==> src/rtl/assert_macros.svh <==
// assertion helpers shared by the compositor rtl
`ifndef ASSERT_MACROS_SVH
`define ASSERT_MACROS_SVH
`ifndef SYNTHESIS
`define VRSC_ASSERT(lbl, clk, rstn, prop, msg) \
  lbl: assert property (@(posedge clk) disable iff (!rstn) prop) else $error(msg);
`define VRSC_NEVER(lbl, clk, rstn, expr, msg) \
  lbl: assert property (@(posedge clk) disable iff (!rstn) !(expr)) else $error(msg);
`else
`define VRSC_ASSERT(lbl, clk, rstn, prop, msg)
`define VRSC_NEVER(lbl, clk, rstn, expr, msg)
`endif
`endif

==> src/rtl/vrsc_pkg.sv <==
// ----------------------------------------------------------------------------
// vrsc_pkg
// types and constants of the volume ray sample compositor
// ----------------------------------------------------------------------------
`default_nettype none
package vrsc_pkg;

  localparam int EXP_TABLE_DEPTH = 256;

  localparam logic [15:0] ONE_Q15 = 16'h8000;
  localparam logic [15:0] T_STOP  = 16'd82;

  // register reset values
  localparam logic [15:0] KAPPA_RST  = 16'd5734;
  localparam logic [15:0] INVK_RST   = 16'd5851;
  localparam logic [7:0]  BACK_R_RST = 8'd69;
  localparam logic [7:0]  BACK_G_RST = 8'd130;
  localparam logic [7:0]  BACK_B_RST = 8'd181;

  // register indexes
  localparam logic [2:0] REG_KAPPA  = 3'd0;
  localparam logic [2:0] REG_INVK   = 3'd1;
  localparam logic [2:0] REG_BACK_R = 3'd2;
  localparam logic [2:0] REG_BACK_G = 3'd3;
  localparam logic [2:0] REG_BACK_B = 3'd4;

  // color channel codes
  localparam logic [1:0] CH_R = 2'd0;
  localparam logic [1:0] CH_G = 2'd1;
  localparam logic [1:0] CH_B = 2'd2;

  typedef struct packed {
    logic [15:0] kappa_step;
    logic [15:0] inv_kappa;
    logic [7:0]  back_red;
    logic [7:0]  back_green;
    logic [7:0]  back_blue;
  } vrsc_cfg_t;

  typedef struct packed {
    logic       load_in;
    logic       xmul;
    logic       lookup;
    logic       trans;
    logic       issue_v;
    logic [1:0] issue_ch;
    logic       emit_v;
    logic [1:0] emit_ch;
    logic       out_load;
  } vrsc_cmd_t;

  typedef struct packed {
    logic active;
    logic opaque;
    logic last;
  } vrsc_sts_t;

endpackage
`default_nettype wire

==> src/rtl/vrsc_cfg.sv <==
// ----------------------------------------------------------------------------
// vrsc_cfg
// apb register file for absorption, reciprocal and background color
// ----------------------------------------------------------------------------
`default_nettype none
module vrsc_cfg (
  input  logic                clk_i,
  input  logic                rst_ni,
  input  logic                psel,
  input  logic                penable,
  input  logic                pwrite,
  input  logic [4:0]          paddr,
  input  logic [31:0]         pwdata,
  output logic [31:0]         prdata,
  output logic                pready,
  output vrsc_pkg::vrsc_cfg_t cfg_o
);
  import vrsc_pkg::*;

  vrsc_cfg_t cfg_q, cfg_d;
  logic      wr_en;
  logic [2:0] idx;

  assign pready = 1'b1;
  assign wr_en  = psel && penable && pwrite;
  assign idx    = paddr[4:2];

  // register write decode
  always_comb begin
    cfg_d = cfg_q;
    if (wr_en) begin
      case (idx)
        REG_KAPPA:  cfg_d.kappa_step = pwdata[15:0];
        REG_INVK:   cfg_d.inv_kappa  = pwdata[15:0];
        REG_BACK_R: cfg_d.back_red   = pwdata[7:0];
        REG_BACK_G: cfg_d.back_green = pwdata[7:0];
        REG_BACK_B: cfg_d.back_blue  = pwdata[7:0];
        default: ;
      endcase
    end
  end

  always_ff @(posedge clk_i or negedge rst_ni) begin
    if (!rst_ni) begin
      cfg_q <= '{KAPPA_RST, INVK_RST, BACK_R_RST, BACK_G_RST, BACK_B_RST};
    end else begin
      cfg_q <= cfg_d;
    end
  end

  // read mux
  always_comb begin
    case (idx)
      REG_KAPPA:  prdata = {16'd0, cfg_q.kappa_step};
      REG_INVK:   prdata = {16'd0, cfg_q.inv_kappa};
      REG_BACK_R: prdata = {24'd0, cfg_q.back_red};
      REG_BACK_G: prdata = {24'd0, cfg_q.back_green};
      REG_BACK_B: prdata = {24'd0, cfg_q.back_blue};
      default:    prdata = 32'd0;
    endcase
  end

  assign cfg_o = cfg_q;

endmodule
`default_nettype wire

==> config.mk <==
export PLATFORM = sky130hd
export DESIGN_NAME = vrsc_cfg
export DESIGN_NICKNAME = d
export VERILOG_FILES = /design/src/rtl/assert_macros.svh /design/src/rtl/vrsc_pkg.sv /design/src/rtl/vrsc_cfg.sv
export SDC_FILE = /design/constraint.sdc
export NUM_CORES = 1
export LEC_CHECK = 0
export ABC_AREA = 1
export BUFFER_PORTS_ARGS = -buffer_cell sky130_fd_sc_hd__buf_4
export CAP_MARGIN = 20
export CORE_MARGIN = 2
export CORE_UTILIZATION = 40
export DETAILED_ROUTE_END_ITERATION = 12
export GPL_ROUTABILITY_DRIVEN = 0
export PLACE_DENSITY = 0.68
export SYNTH_ARGS = -nofsm -noshare
export SYNTH_HDL_FRONTEND = slang
export SYNTH_SLANG_ARGS = --single-unit
==> constraint.sdc <==
create_clock -name clk_i -period 0.9 [get_ports clk_i]
set_input_delay 0 -clock clk_i [delete_from_list [all_inputs] [get_ports clk_i]]
set_output_delay 0 -clock clk_i [all_outputs]
set_load 0.05 [all_outputs]
==> impl_summary.md <==
Final layout
After the last flow step, the layout net total stands at 574. The area growth from synthesis to layout is 91.2%. The share of the core filled with cells is 79.3%.

The flip-flop count of the largest register after layout is 56. The layout filler cell count is 411. The repair_antennas step left the layout with diodes totalling 0. The ratio of cells with drive above 1 in the final layout is 59.8%.

Clocking
TritonCTS built the clock tree. The level count of the clock H-tree is 2. The root buffer cell chosen for the clock tree is clkbuf_8. The worst-skew pair later-pin latency is 0.31 ns. The number of buffers inserted during clock tree synthesis is 5. The total clock sinks is 56. The clock passes through at most 2 buffers. The clock input transition at the sequential cells of the worst setup and hold paths is 0.10 ns.

Power
IR analysis of the VDD net gives a maximum drop of 0.00108 V. The internal power of the cells totals about 6700 uW. The clock network burns 14.5% of the power.

Registers are responsible for a little under a third of the overall power. Net switching is 41.5% of the power. For this design the total switching power over the nets is around 4800 uW. The cell area power density is 2120 mW/mm^2. The combinational share of power is 53.7%. The static leakage power is around 0.0026 uW.

Drt
For this block, the routed nets add up to 9770 microns of wire. Dividing the detail-routed wire length by the instance count gives about 16 microns. Using the TritonRoute via totals, the vias-per-cell ratio works out to slightly below 5. The count of vias placed by the detailed router is 3031. The number of antenna-violating nets in the routed design is 0.

The DRC marker count from the first detailed-route iteration is 178. The first detailed-routing pass ran for 4 iterations. The count of unresolved DRC violations after routing is 0.

Worst setup path
Setup slack on the worst reg-to-reg path comes out at -0.03 ns. The cell family with the largest share of critical-path delay is flip-flops. In this run the worst setup path begins at cfg_o[9]$_DFFE_PN1P_. The endpoint required time on the critical path is 0.90 ns. The nature of the critical path startpoint is a flop. The critical path endpoint category is an output pin. The startpoint identified for the worst register-to-register timing path is cfg_o[5]$_DFFE_PN1P_. The worst flop-to-flop path endpoint is cfg_o[5]$_DFFE_PN1P_. The number of logic stages on the critical path including buffering is 5.

For the worst setup path, the data arrival time is between 1 and 1.5 ns. The critical path in this run is classified as reg -> out. The largest stage delay on the critical path is 0.54 ns. Of all nets on the critical path, the largest fanout is 2.

The worst register-to-register path has a depth of 4. The critical path goes through nand4_1 > nand2_1 > nor2_1 > nand2_2 > buf_8. The critical path ends at prdata[1].

Together, buffers and inverters on the worst path number 1. The slowest stage of the critical path belongs to the cell dfstp_2.

Outcome
The flow ran to the end, but the final reports show violations. The final reports fail on negative setup slack.

Global route
Global routing consumed, over all layers together, around a quarter of the routing resources. The total overflow left after global routing is 0. The number of global-route vias before repair was 2911. The wire length of the first global-routing pass is 14300 microns. The largest net degree at the start of global routing is 57. The initial antenna violation count was 0.

Timing
The final worst-path cycle share is 148%. The fmax is ~0.75 GHz. Setup repair after global routing could not meet its margin everywhere. The worst clock skew on the final layout is 0 ns.

The count of final hold-check violations is 0. The final critical delay including setup and external delays is 1.33 ns. Once routing completed, OpenROAD measured the worst setup slack at -0.431 ns. Setup violations remaining at the end of the flow were counted as between 70 and 80. The max-slew violation count came to 0. In the final timing run, aggregate negative setup slack is -12.32 ns.

Yosys
The average instance in the mapped netlist occupies ~8.2 sq um. The cell count after synthesis came out at 347. Synthesis inferred 56 register bits. In this run, distinct cell masters in the synthesized netlist total 21. The mapped netlist covers 0.00283 sq mm. The total number of yosys warnings is 0. Of the synthesized area, sequential elements account for 50.6%.

Place
The detailed placement HPWL is 5890 microns. The number of buffers inserted by port buffering is 95. The setup slack at placement is -0.197 ns.

Floorplan
The die covers 0.00777 sq mm. The number of I/O pins is 131. In this run the core area contains 30 standard-cell rows. From left edge to right edge, the die measures slightly below 90 microns.

The initial standard-cell utilization of the core is 41.5%. The vertical die dimension is around 88 microns. The area of the placeable core is between 0.006 and 0.007 sq mm.

Flow run
The number of max-cap violations is 0.

Worst hold path
The startpoint of the lowest-slack hold path is paddr[3]. The worst hold-check path type is in -> reg.
==> stage by stage <==
stage          power (uW)  hold slack (ns)  instance area (sq um)  cells
6_report            11500            0.196                   5420    629
5_1_grt             11900            0.220                   5420    629
4_1_cts             11000            0.198                   5120    613
3_5_place_dp         8120          0.00796                   4170    584
3_3_place_gp         8050          0.00474                   4170    584
2_1_floorplan        6480           -0.296                   3050    362
==> final cells by class <==
type,instances,area (sq um),share of cell area (%)
clock buffers,6,72.6,1.34
clock inverters,2,35.0,0.647
inverters,36,139,2.56
multi-input cells,238,1350,24.8
flip-flops and latches,56,1460,26.9
well taps,96,120,2.22
repair buffers,195,2250,41.5
==> cell usage after synthesis (all sizes together) <==
| library cell | instances | area share (%) |
|---|---|---|
| dfstp | 26 | 24 |
| nand3 | 21 | 4.3 |
| nor2 | 16 | 2.4 |
| nor3 | 1 | 0.57 |
| inv | 36 | 4.8 |
| nand4 | 11 | 2.4 |
| clkbuf | 1 | 0.13 |
| nand2 | 112 | 15 |
| buf | 31 | 8.0 |
| o21ai | 60 | 11 |
| dfrtp | 30 | 27 |
| conb | 2 | 0.27 |
==> cells in the final DEF, fill, tap and decap left out, drive strengths merged <==
cell type	count
buf	178
bufinv	1
clkbuf	6
clkinv	1
clkinvlp	1
conb	17
dfrtp	30
dfstp	26
dlygate4sd3	17
inv	35
nand2	112
nand3	21
nand4	11
nor2	16
nor3	1
o21ai	60
==> worst min-delay path by stage <==
stage | end | slack, ns | depth (start not counted)
final | cfg_o[42]$_DFFE_PN1P_ | 0.20 | 5
after global routing | cfg_o[42]$_DFFE_PN1P_ | 0.22 | 5
after CTS | cfg_o[42]$_DFFE_PN1P_ | 0.20 | 5
after detailed placement | cfg_o[3]$_DFFE_PN0P_ | 0.008 | 2
after global placement | cfg_o[3]$_DFFE_PN0P_ | 0.005 | 2
after floorplan | cfg_o[10]$_DFFE_PN0P_ | -0.30 | 0
==> kinds of logic (layout without fill, tap and decap cells) <==
group           count (synthesis)  after routing  synth area share [%]
simple gates                  161            161                  24.8
compound gates                 60             60                  11.4
flops                          56             56                  50.6
buf+inv                        68            239                  12.9
other cells                     2             17                 0.265
==> power by group through the flow <==
stage                     registers [uW]  clock network [uW]  logic (uW)
after detailed placement            3550                   0        4570
after global placement              3540                   0        4510
final                               3660                1670        6170
after global routing                3700                1750        6450
after floorplan                     5300                   0        1180
after CTS                           3630                1670        5670
==> worst min-delay path, stage by stage <==
cell and delay, ns:
buf_4 0.15, nor3_4 0.07, nand2_4 0.09, buf_12 0.15
o21ai_2 0.05
==> layer usage <==
| layer | GRT usage [%] | up-vias | wire length (microns) | part of all wire [%] |
|---|---|---|---|---|
| met4 | 5.37 | 0 | 78 | 0.80 |
| met5 | 0 | - | 0 | 0 |
| met3 | 4.62 | 10 | 543 | 5.6 |
| met2 | 41.5 | 115 | 5100 | 52 |
| li1 | - | 1446 | - | - |
| met1 | 30.5 | 1460 | 4050 | 41 |
==> repair_timing <==
| action | in CTS | in global routing |
|---|---|---|
| buffers inserted | 7 | 27 |
| endpoints found under the hold margin | 81 | 0 |
| gates resized for setup | 179 | 64 |
| setup endpoints to repair | 72 | 77 |
| hold buffers | 17 | 0 |
| pin swaps | 36 | 20 |
Power figures use the tool's default switching activity.
