[src/rtl/assert_macros.svh]
// assertion helpers shared by the compositor rtl
`ifndef ASSERT_MACROS_SVH
`define ASSERT_MACROS_SVH
`ifndef SYNTHESIS
`define VRSC_ASSERT(lbl, clk, rstn, prop, msg) \
  lbl: assert property (@(posedge clk) disable iff (!rstn) prop) else $error(msg);
`define VRSC_NEVER(lbl, clk, rstn, expr, msg) \
  lbl: assert property (@(posedge clk) disable iff (!rstn) !(expr)) else $error(msg);
`else
`define VRSC_ASSERT(lbl, clk, rstn, prop, msg)
`define VRSC_NEVER(lbl, clk, rstn, expr, msg)
`endif
`endif

[src/rtl/vrsc_pkg.sv]
// ----------------------------------------------------------------------------
// vrsc_pkg
// types and constants of the volume ray sample compositor
// ----------------------------------------------------------------------------
`default_nettype none
package vrsc_pkg;

  localparam int EXP_TABLE_DEPTH = 256;

  localparam logic [15:0] ONE_Q15 = 16'h8000;
  localparam logic [15:0] T_STOP  = 16'd82;

  // register reset values
  localparam logic [15:0] KAPPA_RST  = 16'd5734;
  localparam logic [15:0] INVK_RST   = 16'd5851;
  localparam logic [7:0]  BACK_R_RST = 8'd69;
  localparam logic [7:0]  BACK_G_RST = 8'd130;
  localparam logic [7:0]  BACK_B_RST = 8'd181;

  // register indexes
  localparam logic [2:0] REG_KAPPA  = 3'd0;
  localparam logic [2:0] REG_INVK   = 3'd1;
  localparam logic [2:0] REG_BACK_R = 3'd2;
  localparam logic [2:0] REG_BACK_G = 3'd3;
  localparam logic [2:0] REG_BACK_B = 3'd4;

  // color channel codes
  localparam logic [1:0] CH_R = 2'd0;
  localparam logic [1:0] CH_G = 2'd1;
  localparam logic [1:0] CH_B = 2'd2;

  typedef struct packed {
    logic [15:0] kappa_step;
    logic [15:0] inv_kappa;
    logic [7:0]  back_red;
    logic [7:0]  back_green;
    logic [7:0]  back_blue;
  } vrsc_cfg_t;

  typedef struct packed {
    logic       load_in;
    logic       xmul;
    logic       lookup;
    logic       trans;
    logic       issue_v;
    logic [1:0] issue_ch;
    logic       emit_v;
    logic [1:0] emit_ch;
    logic       out_load;
  } vrsc_cmd_t;

  typedef struct packed {
    logic active;
    logic opaque;
    logic last;
  } vrsc_sts_t;

endpackage
`default_nettype wire

[src/rtl/vrsc_ctrl.sv]
// ----------------------------------------------------------------------------
// vrsc_ctrl
// sequencer for sample lookup, color accumulation and pixel emission
// ----------------------------------------------------------------------------
`default_nettype none
`include "assert_macros.svh"
module vrsc_ctrl (
  input  logic                clk_i,
  input  logic                rst_ni,
  input  logic                in_valid_i,
  output logic                in_ready_o,
  output logic                out_valid_o,
  input  logic                out_ready_i,
  input  vrsc_pkg::vrsc_sts_t sts_i,
  output vrsc_pkg::vrsc_cmd_t cmd_o
);
  import vrsc_pkg::*;

  localparam logic [2:0] S_IDLE   = 3'd0;
  localparam logic [2:0] S_XMUL   = 3'd1;
  localparam logic [2:0] S_LOOKUP = 3'd2;
  localparam logic [2:0] S_TRANS  = 3'd3;
  localparam logic [2:0] S_COLOR  = 3'd4;
  localparam logic [2:0] S_EMIT   = 3'd5;
  localparam logic [2:0] S_OUT    = 3'd6;

  localparam logic [2:0] COLOR_LAST = 3'd4;
  localparam logic [2:0] EMIT_LAST  = 3'd2;

  logic [2:0] state_q, state_d;
  logic [2:0] step_q, step_d;
  logic       out_valid_q, out_valid_d;
  logic       out_free;

  assign out_free   = !out_valid_q || out_ready_i;
  assign in_ready_o = (state_q == S_IDLE);

  // next state and commands
  always_comb begin
    state_d = state_q;
    step_d  = step_q;
    cmd_o   = '0;
    case (state_q)
      S_IDLE: begin
        if (in_valid_i) begin
          cmd_o.load_in = 1'b1;
          state_d       = S_XMUL;
        end
      end
      S_XMUL: begin
        cmd_o.xmul = 1'b1;
        state_d    = S_LOOKUP;
      end
      S_LOOKUP: begin
        cmd_o.lookup = 1'b1;
        state_d      = S_TRANS;
      end
      S_TRANS: begin
        cmd_o.trans = 1'b1;
        step_d      = 3'd0;
        if (sts_i.active && !sts_i.opaque) begin
          state_d = S_COLOR;
        end else if (sts_i.last) begin
          state_d = S_EMIT;
        end else begin
          state_d = S_IDLE;
        end
      end
      S_COLOR: begin
        cmd_o.issue_v  = (step_q < 3'd3);
        cmd_o.issue_ch = step_q[1:0];
        step_d         = step_q + 3'd1;
        if (step_q == COLOR_LAST) begin
          step_d  = 3'd0;
          state_d = sts_i.last ? S_EMIT : S_IDLE;
        end
      end
      S_EMIT: begin
        cmd_o.emit_v  = 1'b1;
        cmd_o.emit_ch = step_q[1:0];
        step_d        = step_q + 3'd1;
        if (step_q == EMIT_LAST) begin
          step_d  = 3'd0;
          state_d = S_OUT;
        end
      end
      S_OUT: begin
        if (out_free) begin
          cmd_o.out_load = 1'b1;
          state_d        = S_IDLE;
        end
      end
      default: state_d = S_IDLE;
    endcase
  end

  // output beat holding register
  always_comb begin
    out_valid_d = out_valid_q;
    if (out_ready_i) out_valid_d = 1'b0;
    if (cmd_o.out_load) out_valid_d = 1'b1;
  end

  always_ff @(posedge clk_i or negedge rst_ni) begin
    if (!rst_ni) begin
      state_q     <= S_IDLE;
      step_q      <= 3'd0;
      out_valid_q <= 1'b0;
    end else begin
      state_q     <= state_d;
      step_q      <= step_d;
      out_valid_q <= out_valid_d;
    end
  end

  assign out_valid_o = out_valid_q;

  `VRSC_ASSERT(a_accept_starts, clk_i, rst_ni, (in_valid_i && in_ready_o) |=> (state_q == S_XMUL), "accepted sample did not start")
  `VRSC_NEVER(a_load_overwrite, clk_i, rst_ni, cmd_o.out_load && out_valid_q && !out_ready_i, "pending pixel overwritten")
  `VRSC_ASSERT(a_color_ends, clk_i, rst_ni, (state_q == S_COLOR && step_q == COLOR_LAST) |=> (state_q != S_COLOR), "color loop overran")

endmodule
`default_nettype wire

[config.mk]
export PLATFORM = sky130hd
export DESIGN_NAME = vrsc_ctrl
export DESIGN_NICKNAME = d
export VERILOG_FILES = /design/src/rtl/vrsc_pkg.sv /design/src/rtl/vrsc_ctrl.sv
export VERILOG_INCLUDE_DIRS = /design/src /design/src/rtl
export SDC_FILE = /design/constraint.sdc
export NUM_CORES = 1
export LEC_CHECK = 0
export BUFFER_PORTS_ARGS = -buffer_cell sky130_fd_sc_hd__clkbuf_2
export CORE_MARGIN = 2
export CORE_UTILIZATION = 25
export DETAILED_ROUTE_END_ITERATION = 7
export PLACE_DENSITY = 0.53
export SYNTH_ARGS = -nofsm -noshare
export SYNTH_HDL_FRONTEND = slang
export SYNTH_SLANG_ARGS = --single-unit
[constraint.sdc]
create_clock -name clk_i -period 1.7 [get_ports clk_i]
set_input_delay 0.085 -clock clk_i [delete_from_list [all_inputs] [get_ports clk_i]]
set_output_delay 0.085 -clock clk_i [all_outputs]
set_load 0.02 [all_outputs]
==> impl_results.md, run 1 <==
- Most common cell in the netlist: dfrtp_1
- H-tree lvl count: 1
- Worst Hold Class: in2reg
- Mapped Cells: 65
- DIE AREA: 2561 um^2
- Root buf cell: clkbuf_4
- Hold path depth: 3
- TritonCTS clock tree: built
- Pint: 0.0005760 W
- Synth top area cells: dfrtp_1 (32%), ha_1 (6.9%), and3_1 (5.8%)
- RePlAce Congestion: 0.7200
- Seq pwr share: 29.9%
- Number of synthesized flops with an enable pin: 0
- Total gr overflow: 0
- Yosys top cell by area: dfrtp_1
- FMAX: 0.6416 GHz
- Total CTS buffers: 3
- Slew at the pin closest to its max-slew limit: 0.2655 ns
- Top FF cell, synth: dfrtp_1
- Clock-pin slew on the worst setup and hold paths: 0.05 ns
- Net switching power: 0.0005183 W
- FF+latch count, synth: 7
- Synth async-reset ratio: 100.0%
- First-pass GRT wire length: 1932 um
- Pwr dens: 1556 nW/um^2
- Avg WL per Cell: 10.50 um
- Final wirelength: 1207 um
- Initial antenna violation count: 0
- Max IR drop VDD: 488.3 uV
- Critical path's slowest cell: dfrtp_1
- Reg-to-reg setup timing slack: 0.14 ns
- Setup violators final: 0
- FF-to-FF path depth: 6
- Number of distinct library cells after synthesis: 29
- Clock sink total: 7
- FF-to-FF Start: step_q[0]
- Maximum root-to-sink buffer count: 2
- NumNets Final: 99
- Crit Reg-Reg Endpoint: state_q[2]
- Lkg Pwr: 0.3717 nW
- Sequence of cells on the critical path: inv_1 -> ha_1 -> nand2_1 -> o211ai_2 -> o21ai_2 -> mux2_4
- CP required: 1.83 ns
- Hold Path End: out_valid_o
- Hold Startpoint: out_ready_i
- Post-route ant nets: 0
- Critical Path End Type: register
- Commonest cells in the netlist: dfrtp_1 (7), nand2_1 (6), and3_1 (5)
- DR iter-0 viols: 10
- Layout cells sized above 1: 34.09%
- Crit path arrival time: 1.69 ns
- Clk pwr share: 13.5%
- Synth top area share: 32.26%
- Final number of hold-violating endpoints: 0
- Sw Share: 47.36%
- Area growth syn-to-layout: 29.49%
- Syn_nets: 75
- Diode count: 0
- Row Count: 16
- Via density per instance: 4.391
- I/O Buffers: 19
- Gr usage total: 10.34%
- Outcome: finished clean
- Via count: 505
- Slew margin rel.: 82.30%
- Sequential fraction of the synthesis area: 32.26%
- Setup Skew: 0.003631 ns
- Max Cap Viol: 0
- Largest net degree at the start of global routing: 10
- Placed inst area: 666.9 um^2
- Die Wd: 50.61 um
- Vias in the first global route: 452
- Setup crit start kind: register
- RSZ-0062 raised after global routing: no
- Logic pwr share: 56.6%
- Period utilisation layout: 91.68%
- Clk_lat worst skew: 0.25 ns
- Slew Limit Fails: 0
- Post CTS Setup Buffer Count: 0
- Synth Cell Area: 543.0 um^2
- Crit-path max FO: 7
- Die height: 50.61 um
- I/O pins: 20
- Tmin final: 1.559 ns
- Total core area: 2002 um^2
- Setup TNS: 0 ns
- Hpwl dp: 976.4 um
- Crit Path Class: reg2reg
- Ys Warns: 0
- Syn_area_per_cell: 8.354 um^2
- Remaining routing DRC violations: 0
- Final instance area: 703.2 um^2
- Initial Utilization: 27.13%
- CP peak stage delay: 0.44 ns
- DRT Pass-1 Iters: 2
## state kept, by name, indices dropped and copies added, names as in the netlist
| register | count |
|---|---|
| state_q | 3 |
| step_q | 3 |
| out_valid_o | 1 |
## layout by cell type (no fill, tap or decap), drive strengths merged
cell type | synthesis | routed
nand2 | 6 | 6
nand3b | 1 | 1
o211ai | 2 | 2
a31o | 1 | 1
nor2 | 4 | 4
mux2 | 1 | 1
xnor2 | 1 | 1
nand3 | 1 | 1
and2b | 1 | 1
o2bb2ai | 1 | 1
dlygate4sd3 | 0 | 1
a31oi | 2 | 2
a211o | 1 | 1
dfrtp | 7 | 7
and3b | 1 | 1
nor3 | 3 | 3
ha | 3 | 3
clkbuf | 0 | 23
nand2b | 3 | 3
and2 | 2 | 2
a21oi | 2 | 2
inv | 6 | 6
and3 | 5 | 5
nor2b | 1 | 1
buf | 4 | 3
a2bb2oi | 1 | 1
o21ai | 5 | 5
## final cells by class
type	instances	area, um^2
flip-flops and latches	7	175.2
well taps	27	33.78
inverters	6	22.52
multi-input cells	48	317.8
repair buffers	23	127.6
fillers	230	1299
clock buffers	4	26.28
## power groups by stage
| stage | registers, W | clock network [W] | logic (W) |
|---|---|---|---|
| 6_report | 0.000327 | 0.000148 | 0.000620 |
| 5_1_grt | 0.000339 | 0.000162 | 0.000689 |
| 4_1_cts | 0.000326 | 0.000155 | 0.000627 |
| 3_5_place_dp | 0.000326 | 0 | 0.000625 |
| 3_3_place_gp | 0.000327 | 0 | 0.000620 |
| 2_1_floorplan | 0.000280 | 0 | 0.000493 |
## layer usage
layer  GRT usage, %  wire [um]  share of wire [%]  up-vias
met5              0          0                  0        -
met4          9.459          0                  0        0
met3          1.786         38                3.1        0
met2          15.57        581                 48        8
met1          12.39        587                 49      230
li1               -          -                  -      267
## through the flow
stage / cells / setup slack (ns) / util [%] / power, W / hold WS (ns)
5_1_grt: 115 / 0.01473 / 35.13 / 0.001190 / 0.1370
3_3_place_gp: 110 / 0.1991 / 33.31 / 0.0009471 / -0.06801
3_5_place_dp: 110 / 0.1598 / 33.31 / 0.0009513 / -0.07076
2_1_floorplan: 65 / 0.1876 / - / 0.0007724 / -0.2106
6_report: 115 / 0.1414 / 35.13 / 0.001094 / 0.1346
4_1_cts: 115 / 0.1412 / 35.13 / 0.001108 / 0.1229
## timing repair
action / 4_1_cts / 5_1_grt
gates resized for setup: 0 / 0
endpoints found under the hold margin: 7 / 0
hold buffers: 1 / 0
## logic make-up (layout without fill, tap and decap cells)
kind of cell               count (synthesis)  in the layout  synth area share (%)
muxes                                      1              1                 2.764
buffers and inverters                     10             33                 9.215
DFF                                        7              7                 32.26
and+or+nand+nor                           28             28                 27.65
AOI/OAI and AO/OA                         15             15                 19.59
adders and majority gates                  3              3                 6.913
xor gates and xnor gates                   1              1                 1.613
## critical path, delay by kind of cell (launching register included)
kind,cells,cell delay (ns)
AO/OA/AOI/OAI,2,0.36
adder cells (fa/ha/maj),1,0.17
buffers and inverters,1,0.11
flip-flops,1,0.44
multiplexers,1,0.30
AND/OR/NAND/NOR,1,0.06
## worst max-delay path by stage
stage | start | to | slack (ns) | cells past startpoint
final | step_q[0] | state_q[2] | 0.14 | 6
after global routing | step_q[0] | state_q[2] | 0.01 | 6
after CTS | step_q[0] | state_q[2] | 0.14 | 6
after detailed placement | step_q[0] | state_q[2] | 0.16 | 6
after global placement | step_q[0] | state_q[2] | 0.20 | 6
after floorplan | state_q[2] | cmd_o[10] | 0.19 | 3
(Power assumes the default switching activity.)
==> run 2: changes to the inputs <==
--- a/config.mk
+++ b/config.mk
@@ -11,6 +11,8 @@
 export CORE_UTILIZATION = 25
 export DETAILED_ROUTE_END_ITERATION = 7
 export PLACE_DENSITY = 0.53
+export REMOVE_ABC_BUFFERS = 1
+export SKIP_CTS_REPAIR_TIMING = 1
 export SYNTH_ARGS = -nofsm -noshare
 export SYNTH_HDL_FRONTEND = slang
 export SYNTH_SLANG_ARGS = --single-unit
==> run 2 against run 1 <==
Compared with the run above: setup slack got worse by 0.018 ns; total power is 0.56% lower; clock-buffer cell count unchanged; global-route usage is 0.80 points higher; largest cell class unchanged; highest routed layer is now met4.
==> impl_results.md, run 2 (synthesized netlist as in run 1, its figures left out) <==
- FF-to-FF path depth: 6 (unchanged)
- Hold path depth: 3 (unchanged)
- Fillers: 233 (+1.3%)
- Hpwl dp: 1039 um (+6.4%)
- Crit-path max FO: 7 (unchanged)
- Avg WL per Cell: 11.32 um (+7.9%)
- Row Count: 16 (unchanged)
- Slew margin rel.: 75.45% (-6.8 points)
- FMAX: 0.6342 GHz (-1.2%)
- Outcome: finished clean
- Crit Path Class: reg2reg
- Critical Path End Type: register
- Crit path arrival time: 1.73 ns (+0.04 ns)
- Total CTS buffers: 3 (unchanged)
- Initial Utilization: 27.13% (unchanged)
- Total gr overflow: 0 (unchanged)
- Final WS setup: 0.1231 ns (-0.01828 ns)
- Pwr dens: 1564 nW/um^2 (+0.52%)
- RSZ-0062 raised after global routing: no
- I/O pins: 20 (unchanged)
- DIE AREA: 2561 um^2 (unchanged)
- Reg-to-reg setup timing slack: 0.12 ns (-0.02 ns)
- Final wirelength: 1291 um (+7.0%)
- Worst Hold Class: in2reg
- Period utilisation layout: 92.76% (+1.1 points)
- CP required: 1.85 ns (+0.02 ns)
- FF-to-FF Start: step_q[0]
- Clock-pin slew on the worst setup and hold paths: 0.06 ns (about the same)
- H-tree lvl count: 1 (unchanged)
- Hold Path End: out_valid_o
- Footprint of the multi-input gates: 317.8 um^2 (unchanged)
- Remaining routing DRC violations: 0 (unchanged)
- Maximum root-to-sink buffer count: 2 (unchanged)
- Max IR drop VDD: 514.1 uV (+5.3%)
- Die Wd: 50.61 um (unchanged)
- Root buf cell: clkbuf_4
- Most frequent cells in the layout: clkbuf_2 (19), dfrtp_1 (7), nand2_1 (6)
- Post-route ant nets: 0 (unchanged)
- First-pass GRT wire length: 2145 um (+11%)
- Total core area: 2002 um^2 (unchanged)
- Worst Setup SP: step_q[0]
- Diode count: 0 (unchanged)
- Dpl ws: 0.1351 ns (-0.02465 ns)
- Layout cells sized above 1: 33.33% (-0.76 points)
- TritonCTS clock tree: built
- Commonest non-fill, non-tap cell in the layout: clkbuf_2
- Final number of hold-violating endpoints: 0 (unchanged)
- Setup Skew: 0.003111 ns (-0.0005203 ns)
- I/O Buffers: 19 (unchanged)
- Via density per instance: 4.553 (+3.7%)
- Setup violators final: 0 (unchanged)
- Slew Limit Fails: 0 (unchanged)
- Via count: 519 (+2.8%)
- Register area: 175.2 um^2 (unchanged)
- Max Cap Viol: 0 (unchanged)
- NumNets Final: 98 (-1.0%)
- Initial antenna violation count: 0 (unchanged)
- Setup crit start kind: register
- Vias in the first global route: 499 (+10%)
- Die height: 50.61 um (unchanged)
- Area growth syn-to-layout: 28.11%
- Tmin final: 1.577 ns (+0.01828 ns)
- Lkg Pwr: 0.3669 nW (-1.3%)
- DRT Pass-1 Iters: 4 (+2)
- Slew at the pin closest to its max-slew limit: 0.3682 ns (+0.1027 ns)
- Hold Startpoint: out_ready_i
- Setup TNS: 0 ns (unchanged)
- Largest net degree at the start of global routing: 13 (+3)
- Crit Reg-Reg Endpoint: state_q[2]
- DR iter-0 viols: 9 (-1)
- Clock sink total: 7 (unchanged)
- Clk_lat worst skew: 0.26 ns (about the same)
- Gr usage total: 11.14% (+0.80 points)
- RePlAce Congestion: 0.7863 (+9.2%)
==> run 2: worst max-delay path by stage <==
stage / cells after the start / slack [ns] / to
3_5_place_dp: 6 / 0.14 / state_q[2]
4_1_cts: 6 / 0.12 / state_q[2]
2_1_floorplan: 2 / 0.25 / cmd_o[10]
6_report: 6 / 0.12 / state_q[2]
3_3_place_gp: 6 / 0.20 / state_q[2]
5_1_grt: 6 / 0.02 / state_q[2]
==> run 2: layout make-up <==
class                      count  area share [%]
timing repair buffer          22           17.27
multi-input combinational     48           45.68
inverter                       6           3.237
clock buffer                   4           3.777
sequential                     7           25.18
tap                           27           4.856
==> run 2: critical path, cell delays in order (launching register included) <==
cell      delay (ns)
dfrtp_1         0.43
inv_1           0.11
ha_1            0.18
nand2_1         0.07
o211ai_2        0.26
o21ai_2         0.11
mux2_4          0.30
==> run 2: metrics by stage <==
stage / instances / utilization (%) / area [um^2] / hold slack [ns] / total power (W)
4_1_cts: 113 / 34.25 / 685.7 / -0.3489 / 0.001103
6_report: 114 / 34.75 / 695.7 / 0.1040 / 0.001088
5_1_grt: 114 / 34.75 / 695.7 / 0.1327 / 0.001185
3_3_place_gp: 109 / 32.94 / 659.4 / -0.06609 / 0.0009300
2_1_floorplan: 61 / - / 515.5 / -0.2106 / 0.0007270
3_5_place_dp: 109 / 32.94 / 659.4 / -0.06181 / 0.0009346
==> run 2: report_power, final <==
part	internal (W)	total, W	leakage, nW	switching, W
registers	0.000226	0.000327	0.0913	0.000101
logic	0.000246	0.000601	0.261	0.000354
clock network	0.0000902	0.000161	0.0150	0.0000706
==> run 2: metal layers <==
layer / global-route usage, % / up-vias / share of wire, %
met2: 17.98 / 12 / 48
met5: 0 / - / 0
met1: 13.79 / 234 / 46
met3: 2.679 / 3 / 4.9
met4: 5.405 / 0 / 1.1
li1: - / 270 / -
